===== config.mk =====
export PLATFORM = sky130hd
export DESIGN_NAME = lbfb_seq
export DESIGN_NICKNAME = d
export VERILOG_FILES = /design/src/sv/lbfb_pkg.sv /design/src/sv/lbfb_byte_unit.sv /design/src/sv/lbfb_seq.sv
export SDC_FILE = /design/constraint.sdc
export NUM_CORES = 1
export LEC_CHECK = 0
export BUFFER_PORTS_ARGS = -buffer_cell sky130_fd_sc_hd__buf_2
export CAP_MARGIN = 10
export CORE_MARGIN = 1
export CORE_UTILIZATION = 40
export DETAILED_ROUTE_END_ITERATION = 10
export PLACE_DENSITY = 0.67
export SLEW_MARGIN = 20
export SYNTH_ARGS = -nofsm -noshare
export SYNTH_HDL_FRONTEND = slang
export SYNTH_SLANG_ARGS = --single-unit

===== constraint.sdc =====
create_clock -name clk -period 6.92 [get_ports clk]
set_input_delay 1.73 -clock clk [delete_from_list [all_inputs] [get_ports clk]]
set_output_delay 1.73 -clock clk [all_outputs]
set_load 0.005 [all_outputs]

===== src/sv/lbfb_pkg.sv =====
// Package: constants, action codes and shared types of the bit field buffer.
package lbfb_pkg;

  localparam int STORE_BYTES     = 4096;
  localparam int ADDR_W          = $clog2(STORE_BYTES);
  localparam int CURSOR_W        = 13;
  localparam int CAP_W           = 13;
  localparam int LEN_W           = 6;
  localparam int DATA_W          = 32;
  localparam int POS_W           = 16;
  localparam int MAX_FIELD_BITS  = 32;
  localparam int MAX_FIELD_BYTES = MAX_FIELD_BITS / 8;
  localparam int PADDR_W         = 3;
  localparam int PDATA_W         = 32;

  localparam logic [CAP_W-1:0] CAP_RESET = CAP_W'(4096);

  localparam logic [1:0] ACT_RD_BITS  = 2'd0;
  localparam logic [1:0] ACT_WR_BITS  = 2'd1;
  localparam logic [1:0] ACT_RD_BYTES = 2'd2;
  localparam logic [1:0] ACT_WR_BYTES = 2'd3;

  // word index of the capacity register (byte address 0)
  localparam logic REG_CAPACITY = 1'b0;

  typedef struct packed {
    logic              we;
    logic [ADDR_W-1:0] waddr;
    logic [7:0]        wdata;
    logic [ADDR_W-1:0] raddr;
  } ram_req_t;

endpackage


===== src/sv/lbfb_byte_unit.sv =====
// Shared byte unit: extracts or replaces a run of bits within one store byte.
module lbfb_byte_unit (
  input  logic [7:0] rd_byte,
  input  logic [2:0] off,
  input  logic [3:0] take,
  input  logic [7:0] part,
  output logic [7:0] new_byte,
  output logic [7:0] got_bits
);

  logic [8:0] low_mask;
  logic [7:0] fmask;

  always_comb begin
    low_mask = (9'd1 << take) - 9'd1;
    fmask    = low_mask[7:0] << off;
    new_byte = (rd_byte & ~fmask) | ((part & low_mask[7:0]) << off);
    got_bits = (rd_byte & fmask) >> off;
  end

endmodule


===== src/sv/lbfb_seq.sv =====
// Sequencer: clearing pass, capacity check and byte-by-byte field transfer.
module lbfb_seq (
  input  logic                         clk,
  input  logic                         rst,
  input  logic [lbfb_pkg::CAP_W-1:0]   cap_use,
  input  logic [1:0]                   action,
  input  logic [lbfb_pkg::LEN_W-1:0]   length,
  input  logic [lbfb_pkg::DATA_W-1:0]  write_value,
  input  logic                         in_valid,
  output logic                         in_stall,
  output logic [lbfb_pkg::DATA_W-1:0]  read_value,
  output logic                         overflow,
  output logic [lbfb_pkg::POS_W-1:0]   bit_position,
  output logic                         out_valid,
  input  logic                         out_stall,
  output lbfb_pkg::ram_req_t           ram_req,
  input  logic [7:0]                   ram_rdata
);

  import lbfb_pkg::*;

  typedef enum logic [2:0] {S_CLEAR, S_IDLE, S_CHECK, S_XFER, S_DONE} state_t;

  state_t              state;
  logic [ADDR_W-1:0]   clr_addr;
  logic [1:0]          action_q;
  logic [LEN_W-1:0]    len_q;
  logic [DATA_W-1:0]   wval;
  logic [CURSOR_W-1:0] cursor;
  logic [2:0]          off;
  logic [LEN_W-1:0]    remain;
  logic [LEN_W-1:0]    done_bits;
  logic [DATA_W-1:0]   acc;
  logic                ovf;

  logic                is_write;
  logic                is_byte;
  logic [LEN_W-1:0]    len_bits_c;
  logic [2:0]          len_bytes_c;
  logic [LEN_W-1:0]    len_bits;
  logic [CURSOR_W:0]   aligned;
  logic [16:0]         need_bits;
  logic [16:0]         cap_bits;
  logic [CURSOR_W+1:0] need_bytes;
  logic                fail;
  logic [CURSOR_W-1:0] start_cursor;
  logic [3:0]          room;
  logic [3:0]          take;
  logic [3:0]          off_sum;
  logic [CURSOR_W-1:0] cursor_next;
  logic [2:0]          off_next;
  logic [DATA_W-1:0]   wsh;
  logic [7:0]          new_byte;
  logic [7:0]          got_bits;
  logic                out_free;

  lbfb_byte_unit u_byte (
    .rd_byte  (ram_rdata),
    .off      (off),
    .take     (take),
    .part     (wsh[7:0]),
    .new_byte (new_byte),
    .got_bits (got_bits)
  );

  always_comb begin
    is_write    = action_q inside {ACT_WR_BITS, ACT_WR_BYTES};
    is_byte     = action_q inside {ACT_RD_BYTES, ACT_WR_BYTES};
    len_bits_c  = (len_q > LEN_W'(MAX_FIELD_BITS)) ? LEN_W'(MAX_FIELD_BITS) : len_q;
    len_bytes_c = (len_q > LEN_W'(MAX_FIELD_BYTES)) ? 3'(MAX_FIELD_BYTES) : len_q[2:0];
    len_bits    = is_byte ? {len_bytes_c, 3'b000} : len_bits_c;
    aligned     = {1'b0, cursor} + (CURSOR_W+1)'(off != 3'd0);
    need_bits   = {1'b0, cursor, off} + 17'(len_bits_c);
    cap_bits    = {1'b0, cap_use, 3'b000};
    need_bytes  = {1'b0, aligned} + (CURSOR_W+2)'(len_bytes_c);
    fail        = is_byte ? (need_bytes > (CURSOR_W+2)'(cap_use)) : (need_bits > cap_bits);
    start_cursor = is_byte ? aligned[CURSOR_W-1:0] : cursor;

    room    = 4'd8 - {1'b0, off};
    take    = (remain < LEN_W'(room)) ? remain[3:0] : room;
    off_sum = {1'b0, off} + take;
    if (off_sum[3]) begin
      cursor_next = cursor + CURSOR_W'(1);
      off_next    = 3'd0;
    end else begin
      cursor_next = cursor;
      off_next    = off_sum[2:0];
    end
    wsh = wval >> done_bits;

    out_free = !out_valid || !out_stall;
    in_stall = (state != S_IDLE);

    ram_req.we    = 1'b0;
    ram_req.waddr = cursor[ADDR_W-1:0];
    ram_req.wdata = new_byte;
    ram_req.raddr = cursor[ADDR_W-1:0];
    case (state)
      S_CLEAR: begin
        ram_req.we    = 1'b1;
        ram_req.waddr = clr_addr;
        ram_req.wdata = 8'd0;
      end
      S_CHECK: begin
        ram_req.raddr = start_cursor[ADDR_W-1:0];
      end
      S_XFER: begin
        ram_req.we    = is_write;
        ram_req.raddr = cursor_next[ADDR_W-1:0];
      end
      default: begin
      end
    endcase
  end

  always_ff @(posedge clk) begin
    if (rst) begin
      state     <= S_CLEAR;
      clr_addr  <= '0;
      cursor    <= '0;
      off       <= '0;
      out_valid <= 1'b0;
    end else begin
      if (out_valid && !out_stall && state != S_DONE) begin
        out_valid <= 1'b0;
      end
      case (state)
        S_CLEAR: begin
          clr_addr <= clr_addr + ADDR_W'(1);
          if (clr_addr == '1) begin
            state <= S_IDLE;
          end
        end
        S_IDLE: begin
          if (in_valid) begin
            action_q <= action;
            len_q    <= length;
            wval     <= write_value;
            state    <= S_CHECK;
          end
        end
        S_CHECK: begin
          acc       <= '0;
          done_bits <= '0;
          remain    <= len_bits;
          ovf       <= fail;
          if (fail) begin
            state <= S_DONE;
          end else begin
            cursor <= start_cursor;
            if (is_byte) begin
              off <= 3'd0;
            end
            state <= (len_bits == '0) ? S_DONE : S_XFER;
          end
        end
        S_XFER: begin
          acc       <= acc | ({24'd0, got_bits} << done_bits);
          done_bits <= done_bits + LEN_W'(take);
          remain    <= remain - LEN_W'(take);
          cursor    <= cursor_next;
          off       <= off_next;
          if (remain == LEN_W'(take)) begin
            state <= S_DONE;
          end
        end
        S_DONE: begin
          if (out_free) begin
            read_value   <= is_write ? '0 : acc;
            overflow     <= ovf;
            bit_position <= {cursor, off};
            out_valid    <= 1'b1;
            state        <= S_IDLE;
          end
        end
        default: begin
          state <= S_IDLE;
        end
      endcase
    end
  end

endmodule


* Word level (Yosys, flattened, before mapping)
Index checks and enable logic that the tools add are counted.
** Storage, ports and cells
- Bits of input ports :: 65
- Flip-flop bits (word level) :: 166
- Word-level logic and storage cells :: 110
- Output and inout bits :: 84
** Operators by class
- Bitwise gates (word level) :: 7
- Equality and inequality tests :: 18
- Add/subtract/negate cells :: 10
- Reductions and logical operators :: 19
- Magnitude comparators :: 5
- Multiplexer cells :: 29
- Shift operators :: 6
** Operators by type and width (number)
- 32-bit case mux with 2 select lines :: 1
- 13-bit 2-to-1 mux :: 3
- 32-bit OR :: 1
- 8-bit by 6-bit left shift with 32-bit output :: 1
- 32-bit by 6-bit right shift with 8-bit output :: 1
- 3-bit 2-to-1 mux :: 10
- 13-bit case mux with 2 select lines :: 1
- 8-bit AND :: 3
- 12-bit case mux with 2 select lines :: 1
- 6-bit case mux with 2 select lines :: 2
- 20-bit 2-to-1 mux :: 1
- 16-bit by 6-bit adder with 17-bit output :: 1
- 17-bit by 16-bit greater-than comparator with 1-bit output :: 1
- 8-bit by 3-bit left shift with 8-bit output :: 2
- 14-bit by 3-bit adder with 15-bit output :: 1
- 15-bit by 13-bit greater-than comparator with 1-bit output :: 1
- 3-bit case mux with 5 select lines :: 1
- 13-bit by 1-bit adder with 14-bit output :: 1
- 2-bit != test, second input constant :: 7
- 13-bit by 1-bit adder with 13-bit output, second input constant :: 1
- 12-bit by 1-bit adder with 12-bit output, second input constant :: 1
- 12-bit equality test, second input constant :: 1
- 6-bit 2-to-1 mux :: 2
- 3-bit AND reduction :: 3
- other kinds (34) :: 46

* Longest topological paths before layout
Gate-level depths: netlist (run 1).
- Depth in word-level cells :: 11
- Mapped depth :: 28
- Gate-level depth less buffers :: 24

* Hierarchy
Synthesis (run 1) repeated with hierarchy kept, for this count alone.
** Second synthesis, totals
- Cell total of the unflattened synthesis :: 1227
- Area total of the unflattened synthesis :: 12141.6 sq um
** Modules (own cells, without submodules)
- lbfb_seq :: cells each 1054, sequential area each 4664.5 sq um, area each 10914.2 sq um, instances 1
- lbfb_byte_unit :: cells each 173, sequential area each 0.0 sq um, area each 1227.4 sq um, instances 1

* Worst setup path after synthesis (run 1)
No wires, ideal clock.
- Path type :: reg-to-output
- Start :: reg off[1]
- End :: out ram_req[19] (netlist bit)
- Required time :: 5.190 ns
- Arrival :: 5.446 ns
- Path buffers :: 5
- Slack :: -0.256 ns
- Cell stages (with the launch flop) :: 25
- Cells stage by stage :: dfxtp_1 > clkbuf_1 > inv_1 > clkbuf_1 > ha_1 > ha_1 > buf_2 > inv_1 > ha_1 > nand2_1 > o21a_4 > nor2_2 > o22a_1 > buf_6 > clkinv_4 > nor3_2 > inv_1 > ha_1 > clkbuf_1 > a2111oi_0 > nor4_2 > and4_4 > a211o_4 > or3_1 > a21oi_1
** RTL lines
- start: declaration :: RTL line lbfb_seq.sv:30 : logic [2:0] off;
- start signal: assignment :: RTL line lbfb_seq.sv:162 : off <= off_next;
- end: declaration :: RTL line lbfb_seq.sv:16 : output lbfb_pkg::ram_req_t ram_req,

==> flow_metrics.tcl, run 1 <==
set metrics [dict create \
    status "complete, but fails checks" \
    violations "design-rule violations" \
    muxShareOfSynthArea_pct 10.5 \
    via_per_inst 5.92 \
    criticalPathCategory "reg -> out" \
    antenna_found_initial 0 \
    clkTransAtPathRegs_ps 80 \
    cts_tree "yes" \
    via_count 10800 \
    rr_endpoint "state[1]" \
    routed_wl_um 35500 \
    htree_levels 4 \
    fin_tns_setup_ps 0 \
    syn_avg_cell_area_um2 9.68 \
    clockBufferDepth 2 \
    clock_sinks 166 \
    synth_top_family_by_area "simple AND/OR/NAND/NOR gates" \
    startpoint_type "flop" \
    ys_seq_area_share_pct 37.2 \
    gp_congestion 0.947 \
    async_flop_share_pct 0 \
    setup_violations 0 \
    drc 18 \
    period_needed_ps 6680 \
    drive_gt1_share_pct 23.7 \
    cts_inserted_buffers 17 \
    grt_use_total_pct 22.2 \
    synth_nets 1421 \
    clock_latency_ps 450 \
    period_share_pct 96.6 \
    synthToLayoutAreaGrowth_pct 15.5 \
    critical-path-top-delay-family "simple AND/OR/NAND/NOR gates" \
    synth_top_cell_area_share_pct 32.1 \
    synth_top_cell_by_area "edfxtp_1" \
    worstMarginPinSlew_ps 1060 \
    min_from "ovf" \
    grt_overflow 0 \
    wl_per_cell_um 19.4 \
    dp.cells 1788 \
    fmax_mhz 150 \
    hold_path_class "reg -> reg" \
    final_util_pct 47.1 \
    layout.nets 1544 \
    multi_input_area_mm2 0.00742 \
    port_buffers 148 \
    crit_fanout 12 \
    synth_compound_area_share_pct 17.1 \
    antennaDiodeCount 0 \
    root_buffer "clkbuf_16" \
    synth-seq-cells 166 \
    synthDistinctLibCells 99 \
    rr_startpoint "off[0]" \
    finalMaxSlewViolations 0 \
    hold_violations 0 \
    synth-xor-area-share_pct 5.09 \
    min_path_cells 0 \
    r2r_slack_ps 1420 \
    grt_max_degree 52 \
    slew_headroom_pct 29.0 \
    slowest_stage "or3_4" \
    dieArea_mm2 0.0321 \
    post_synth_fa_ha_maj_area_fraction_pct 6.47 \
    max_stage_delay_ps 390 \
    path_cells "inv_1 > ha_1 > ha_1 > inv_1 > ha_1 > a21oi_4 > o21ai_4 > a21oi_4 > o22a_1 > clkinv_4 > nor3_4 > inv_1 > ha_4 > nor3_2 > a2111oi_1 > nor4_2 > a22oi_2 > or3_4 > nor2_1 > nor3_1 > or3_1 > a21oi_1 > buf_2" \
    powerDensity_mw_per_mm2 182 \
    synth_edf_count 134 \
    ys_warn_count 0 \
    worstSetupEndpointType "output pin" \
    firstDrtPassIters 8 \
    place_area_mm2 0.0137 \
    worstPathArrival_ps 4950 \
    reg2regPathDepth 23 \
    skew_ps 16.7 \
    p_leak_nw 5.57 \
    path_depth 23 \
    rows 64 \
    seq_area_mm2 0.00467 \
    rsz0062_at_grt "no" \
    synth_area_mm2 0.0125 \
    synth_most_common_cell "edfxtp_1" \
    cp_data_required_time_ps 5190 \
    path_buf_inv 5 \
    ant_nets 0 \
    io_pins 149 \
    nFillCells 2946 \
    maxCapViolCount 0 \
    core_mm2 0.0307 \
    synth_commonest_cells "134 x edfxtp_1, 133 x nor2_1, 95 x nand2_1" \
    max-vdd-ir-drop_v 0.000161 \
    hpwlAfterDp_um 25900 \
    synthSimpleGateAreaFrac_pct 19.1 \
    start_util_pct 40.8 \
    fin_cells 1827 \
    grt_pass1_vias 9956 \
    drtIter0Drc 1241 \
    syn_inst 1295 \
    grt_pass1_wl_um 55200 \
    chipWidth_um 179 \
    synth_area_leaders "edfxtp_1 32%, mux4_2 6.6%, ha_1 5.6%" \
    floorplan.die.height_um 179 \
    worstHoldEndpoint "overflow" \
    final_area_mm2 0.0145 \
    yosys_most_used_dff "edfxtp_1" \
]
per-layer routing:
layer | vias up | track usage [%] | wire length [um]
met3 | 56 | 4.11 | 2980
met4 | 0 | 6.96 | 791
li1 | 5116 | - | -
met1 | 5109 | 33.0 | 16400
met5 | - | 0 | 0
met2 | 528 | 32.2 | 15300
what timing repair did:
| action | CTS | global route |
|---|---|---|
| hold buffers | 0 | 0 |
| pin swaps | 2 | 7 |
| setup buffers | 3 | 4 |
| resized for setup | 2 | 15 |
| endpoints found under the setup margin | 3 | 9 |
logic make-up after synthesis:
logic type | Yosys count
flops | 166
fa+ha+maj | 62
xor+xnor | 72
compound gates | 300
mux | 83
simple gates | 472
buf+inv | 140
registers in the layout, summed over array words and instances (netlist names), 6 cells and up:
name	flops
done_bits	6
clr_addr	12
read_value	32
wval	32
bit_position	16
cursor	13
acc	32
remain	6
len_q	6
worst max path at each step:
| stage | from | end | slack, ps |
|---|---|---|---|
| final | off[0] | ram_req[18] | 240 |
| after detailed placement | off[0] | ram_req[18] | 190 |
| after global placement | off[0] | ram_req[18] | 260 |
| after global routing | off[0] | ram_req[18] | 20 |
| after CTS | off[0] | ram_req[18] | 3 |
| after floorplan | off[0] | ram_req[18] | 40 |
layout by cell type, fill, tap and decap left out, drive strengths merged, types with 27 or more instances in the layout:
master  instances
buf           191
edfxtp        134
nor2          134
nand2          95
a21oi          81
ha             56
inv            55
nor2b          50
o21ai          49
xnor2          46
nor3           42
nand3          38
mux4           37
dfxtp          32
mux2i          27
power by group:
group	total, W	leakage, nW	internal, W	switching (W)
registers	0.00116	1.49	0.00112	0.0000420
logic	0.000469	3.78	0.000194	0.000276
clock network	0.00102	0.301	0.000526	0.000489
through the flow:
step           hold slack [ps]  setup WS (ps)  power, W
2_1_floorplan              400           39.9   0.00148
3_3_place_gp               471            258   0.00163
3_5_place_dp               467            192   0.00164
4_1_cts                    491           3.50   0.00265
5_1_grt                    509           15.9   0.00274
6_report                   500            238   0.00264
final cells by class:
cell class | count | area share [%]
clock buffers | 17 | 2.94
repair buffers | 191 | 7.34
well taps | 396 | 3.42
inverters | 53 | 1.41
clock inverters | 15 | 1.41
flip-flops and latches | 166 | 32.2
multi-input cells | 989 | 51.3
No activity file was read; power rests on OpenSTA's default activity.
==> inputs of run 2 (changes only) <==
REMOVE_ABC_BUFFERS = 1   (was not set)
SYNTH_HIERARCHICAL = 1   (was not set)
==> run 2 against run 1 <==
  * The run now ends clean
  * Sequential share of layout area up 1.8 points
  * Power down 20%
  * Synthesized area down 3.2%
  * Critical path depth down 1
  * Register-to-register slack worse by 330 ps
  * Fmax up 2.0%
  * Combinational power down 86%
  * Clock skew down 3.3 ps
  * Cell count down 4.8%
  * Highest routed layer unchanged
==> flow_metrics.tcl, run 2 <==
set metrics [dict create \
    synthDistinctLibCells 86 \
    min_path_cells 2 \
    fmax_mhz 153 \
    rsz0062_at_grt "no" \
    firstDrtPassIters 5 \
    grt_overflow 0 \
    worstSetupEndpointType "output pin" \
    p_leak_nw 5.29 \
    synth_commonest_cells "135 x nor2_1, 134 x edfxtp_1, 80 x a21oi_1" \
    clockBufferDepth 2 \
    io_pins 149 \
    grt_max_degree 51 \
    ant_nets 0 \
    final_area_mm2 0.0137 \
    syn_avg_cell_area_um2 9.90 \
    drc 0 \
    rows 63 \
    layout_commonest_cell "buf_2" \
    grt_pass1_vias 9084 \
    floorplan.die.height_um 176 \
    clkTransAtPathRegs_ps 70 \
    antennaDiodeCount 0 \
    slowest_stage "a311o_1" \
    grt_pass1_wl_um 48700 \
    maxCapViolCount 0 \
    reg2regPathDepth 18 \
    synth_edf_count 134 \
    chipWidth_um 176 \
    place_area_mm2 0.0131 \
    dp.cells 1708 \
    ys_seq_area_share_pct 38.4 \
    synth-seq-cells 166 \
    synth_area_leaders "edfxtp_1 33%, mux4_2 6.7%, ha_1 5.8%" \
    synthToLayoutAreaGrowth_pct 13.0 \
    root_buffer "clkbuf_16" \
    hold_violations 0 \
    ys_warn_count 6 \
    drive_gt1_share_pct 22.5 \
    synth_most_common_cell "nor2_1" \
    worstMarginPinSlew_ps 910 \
    grt_use_total_pct 20.0 \
    reg.largest.list "acc: 32 flops, read_value: 32 flops, wval: 32 flops" \
    antenna_found_initial 0 \
    holdBufCountCts 0 \
    drtIter0Drc 1027 \
    period_share_pct 94.6 \
    syn_inst 1227 \
    worstPathArrival_ps 4820 \
    skew_ps 13.4 \
    slew_headroom_pct 39.3 \
    crit_fanout 6 \
    status "finished, final reports clean" \
    start_util_pct 40.9 \
    max_stage_delay_ps 370 \
    cts_inserted_buffers 17 \
    synth_top_cell_area_share_pct 33.1 \
    htree_levels 4 \
    criticalPathCategory "reg -> out" \
    worstHoldEndpoint "clr_addr[6]" \
    layout.nets 1463 \
    cp_data_required_time_ps 5190 \
    routed_wl_um 31300 \
    max-vdd-ir-drop_v 0.000117 \
    startpoint_type "flop" \
    powerDensity_mw_per_mm2 153 \
    finalMaxSlewViolations 0 \
    hold_path_class "reg -> reg" \
    synth_area_mm2 0.0121 \
    synth_top_cell_by_area "edfxtp_1" \
    rr_endpoint "cursor[7]" \
    period_needed_ps 6550 \
    via_per_inst 5.66 \
    setup_violations 0 \
    gp_congestion 0.925 \
    min_from "clr_addr[6]" \
    crit_path_frequent_cell "ha_1" \
    final_cell_mix "148 x buf_2, 134 x nor2_1, 134 x edfxtp_1, 79 x a21oi_1, 77 x nand2_1" \
    r2r_slack_ps 1090 \
    path_cells "inv_1 > ha_1 > ha_1 > inv_1 > ha_1 > a21oi_2 > o21ai_0 > a21boi_2 > nor2_1 > a21o_1 > nor4_2 > buf_4 > inv_1 > ha_1 > and2_1 > o211ai_2 > nand2_2 > a311o_1 > a221oi_2 > a31oi_1 > nor2b_1 > buf_2" \
    cts_setup_buffers 0 \
    clock_latency_ps 450 \
    yosys_most_used_dff "edfxtp_1" \
    rr_startpoint "off[1]" \
    wl_per_cell_um 18.0 \
    via_count 9850 \
    core_mm2 0.0297 \
    port_buffers 148 \
    cts_tree "yes" \
    async_flop_share_pct 0 \
    fin_cells 1740 \
    hpwlAfterDp_um 22700 \
    clock_sinks 166 \
    nFillCells 2818 \
    dieArea_mm2 0.0311 \
]
## run 2: cell count changes in the layout (fill, tap and decap cells not counted), sizes merged, moves of 8 or more
cell   change
nor2b     +20
nor3      -16
o21a      -11
mux2       +8
nand3      -8
or3        -8
xnor2     -13
buf       -21
nand2     -16
o21ai     +14
## run 2: power breakdown
part / total, W / switching, W / internal (W)
Clock: 0.000969 / 0.000430 / 0.000539
Sequential: 0.00107 / 0.00000228 / 0.00107
Combinational: 0.0000663 / 0.0000360 / 0.0000304
Total: 0.00211 / 0.000468 / 0.00164
## run 2: cells by family (layout without fill, tap and decap cells)
group | Yosys count | after routing | share of synthesized area (%)
AO/OA/AOI/OAI | 280 | 280 | 15.2
multiplexers | 95 | 95 | 12.0
adder cells (fa/ha/maj) | 61 | 61 | 6.60
AND/OR/NAND/NOR | 428 | 428 | 17.8
XOR/XNOR | 63 | 63 | 4.61
buffers and inverters | 134 | 257 | 5.33
flip-flops | 166 | 166 | 38.4
## run 2: final cells by class
cell class	count	area [um2]	area share (%)
Clock inverter	15	165	1.20
Tap cell	390	488	3.56
Multi-Input combinational cell	927	6870	50.0
Sequential cell	166	4660	34.0
Timing Repair Buffer	170	906	6.60
Inverter	55	206	1.50
Clock buffer	17	425	3.10
## run 2: stage by stage
stage	total power [W]	utilization, %	worst slack, ps	TNS (ps)	hold slack, ps
2_1_floorplan	0.00112	-	-264	-1680	400
3_3_place_gp	0.00116	44.1	605	0	496
3_5_place_dp	0.00116	44.1	499	0	512
4_1_cts	0.00213	46.1	7.57	0	521
5_1_grt	0.00216	46.2	47.7	0	532
6_report	0.00211	46.2	372	0	519
## run 2: critical path, delay by kind of cell, from the launching register on
| family | cells | cell delay, ps |
|---|---|---|
| AO/OA/AOI/OAI | 8 | 1650 |
| buffers and inverters | 5 | 580 |
| adder cells (fa/ha/maj) | 4 | 1030 |
| AND/OR/NAND/NOR | 5 | 780 |
| flip-flops | 1 | 350 |
## run 2: repair_timing
action,in CTS,in global routing
hold endpoints to repair,0,0
gates resized for setup,0,4
endpoints found under the setup margin,0,7
## run 2: worst max-delay path by stage
stage	from	end	slack (ps)
floorplan	off[0]	ram_req[18]	-260
global placement	off[1]	ram_req[18]	610
detailed placement	off[1]	ram_req[18]	500
CTS	off[1]	ram_req[18]	8
global route	off[0]	ram_req[18]	50
finish	off[1]	ram_req[18]	370
## run 2: routing by layer
| metal | part of all wire (%) | vias to the layer above | global-route usage, % |
|---|---|---|---|
| li1 | - | 4754 | - |
| met1 | 46 | 4705 | 28.7 |
| met2 | 46 | 350 | 30.3 |
| met3 | 6.3 | 41 | 3.53 |
| met4 | 2.0 | 0 | 6.52 |
| met5 | 0 | - | 0 |
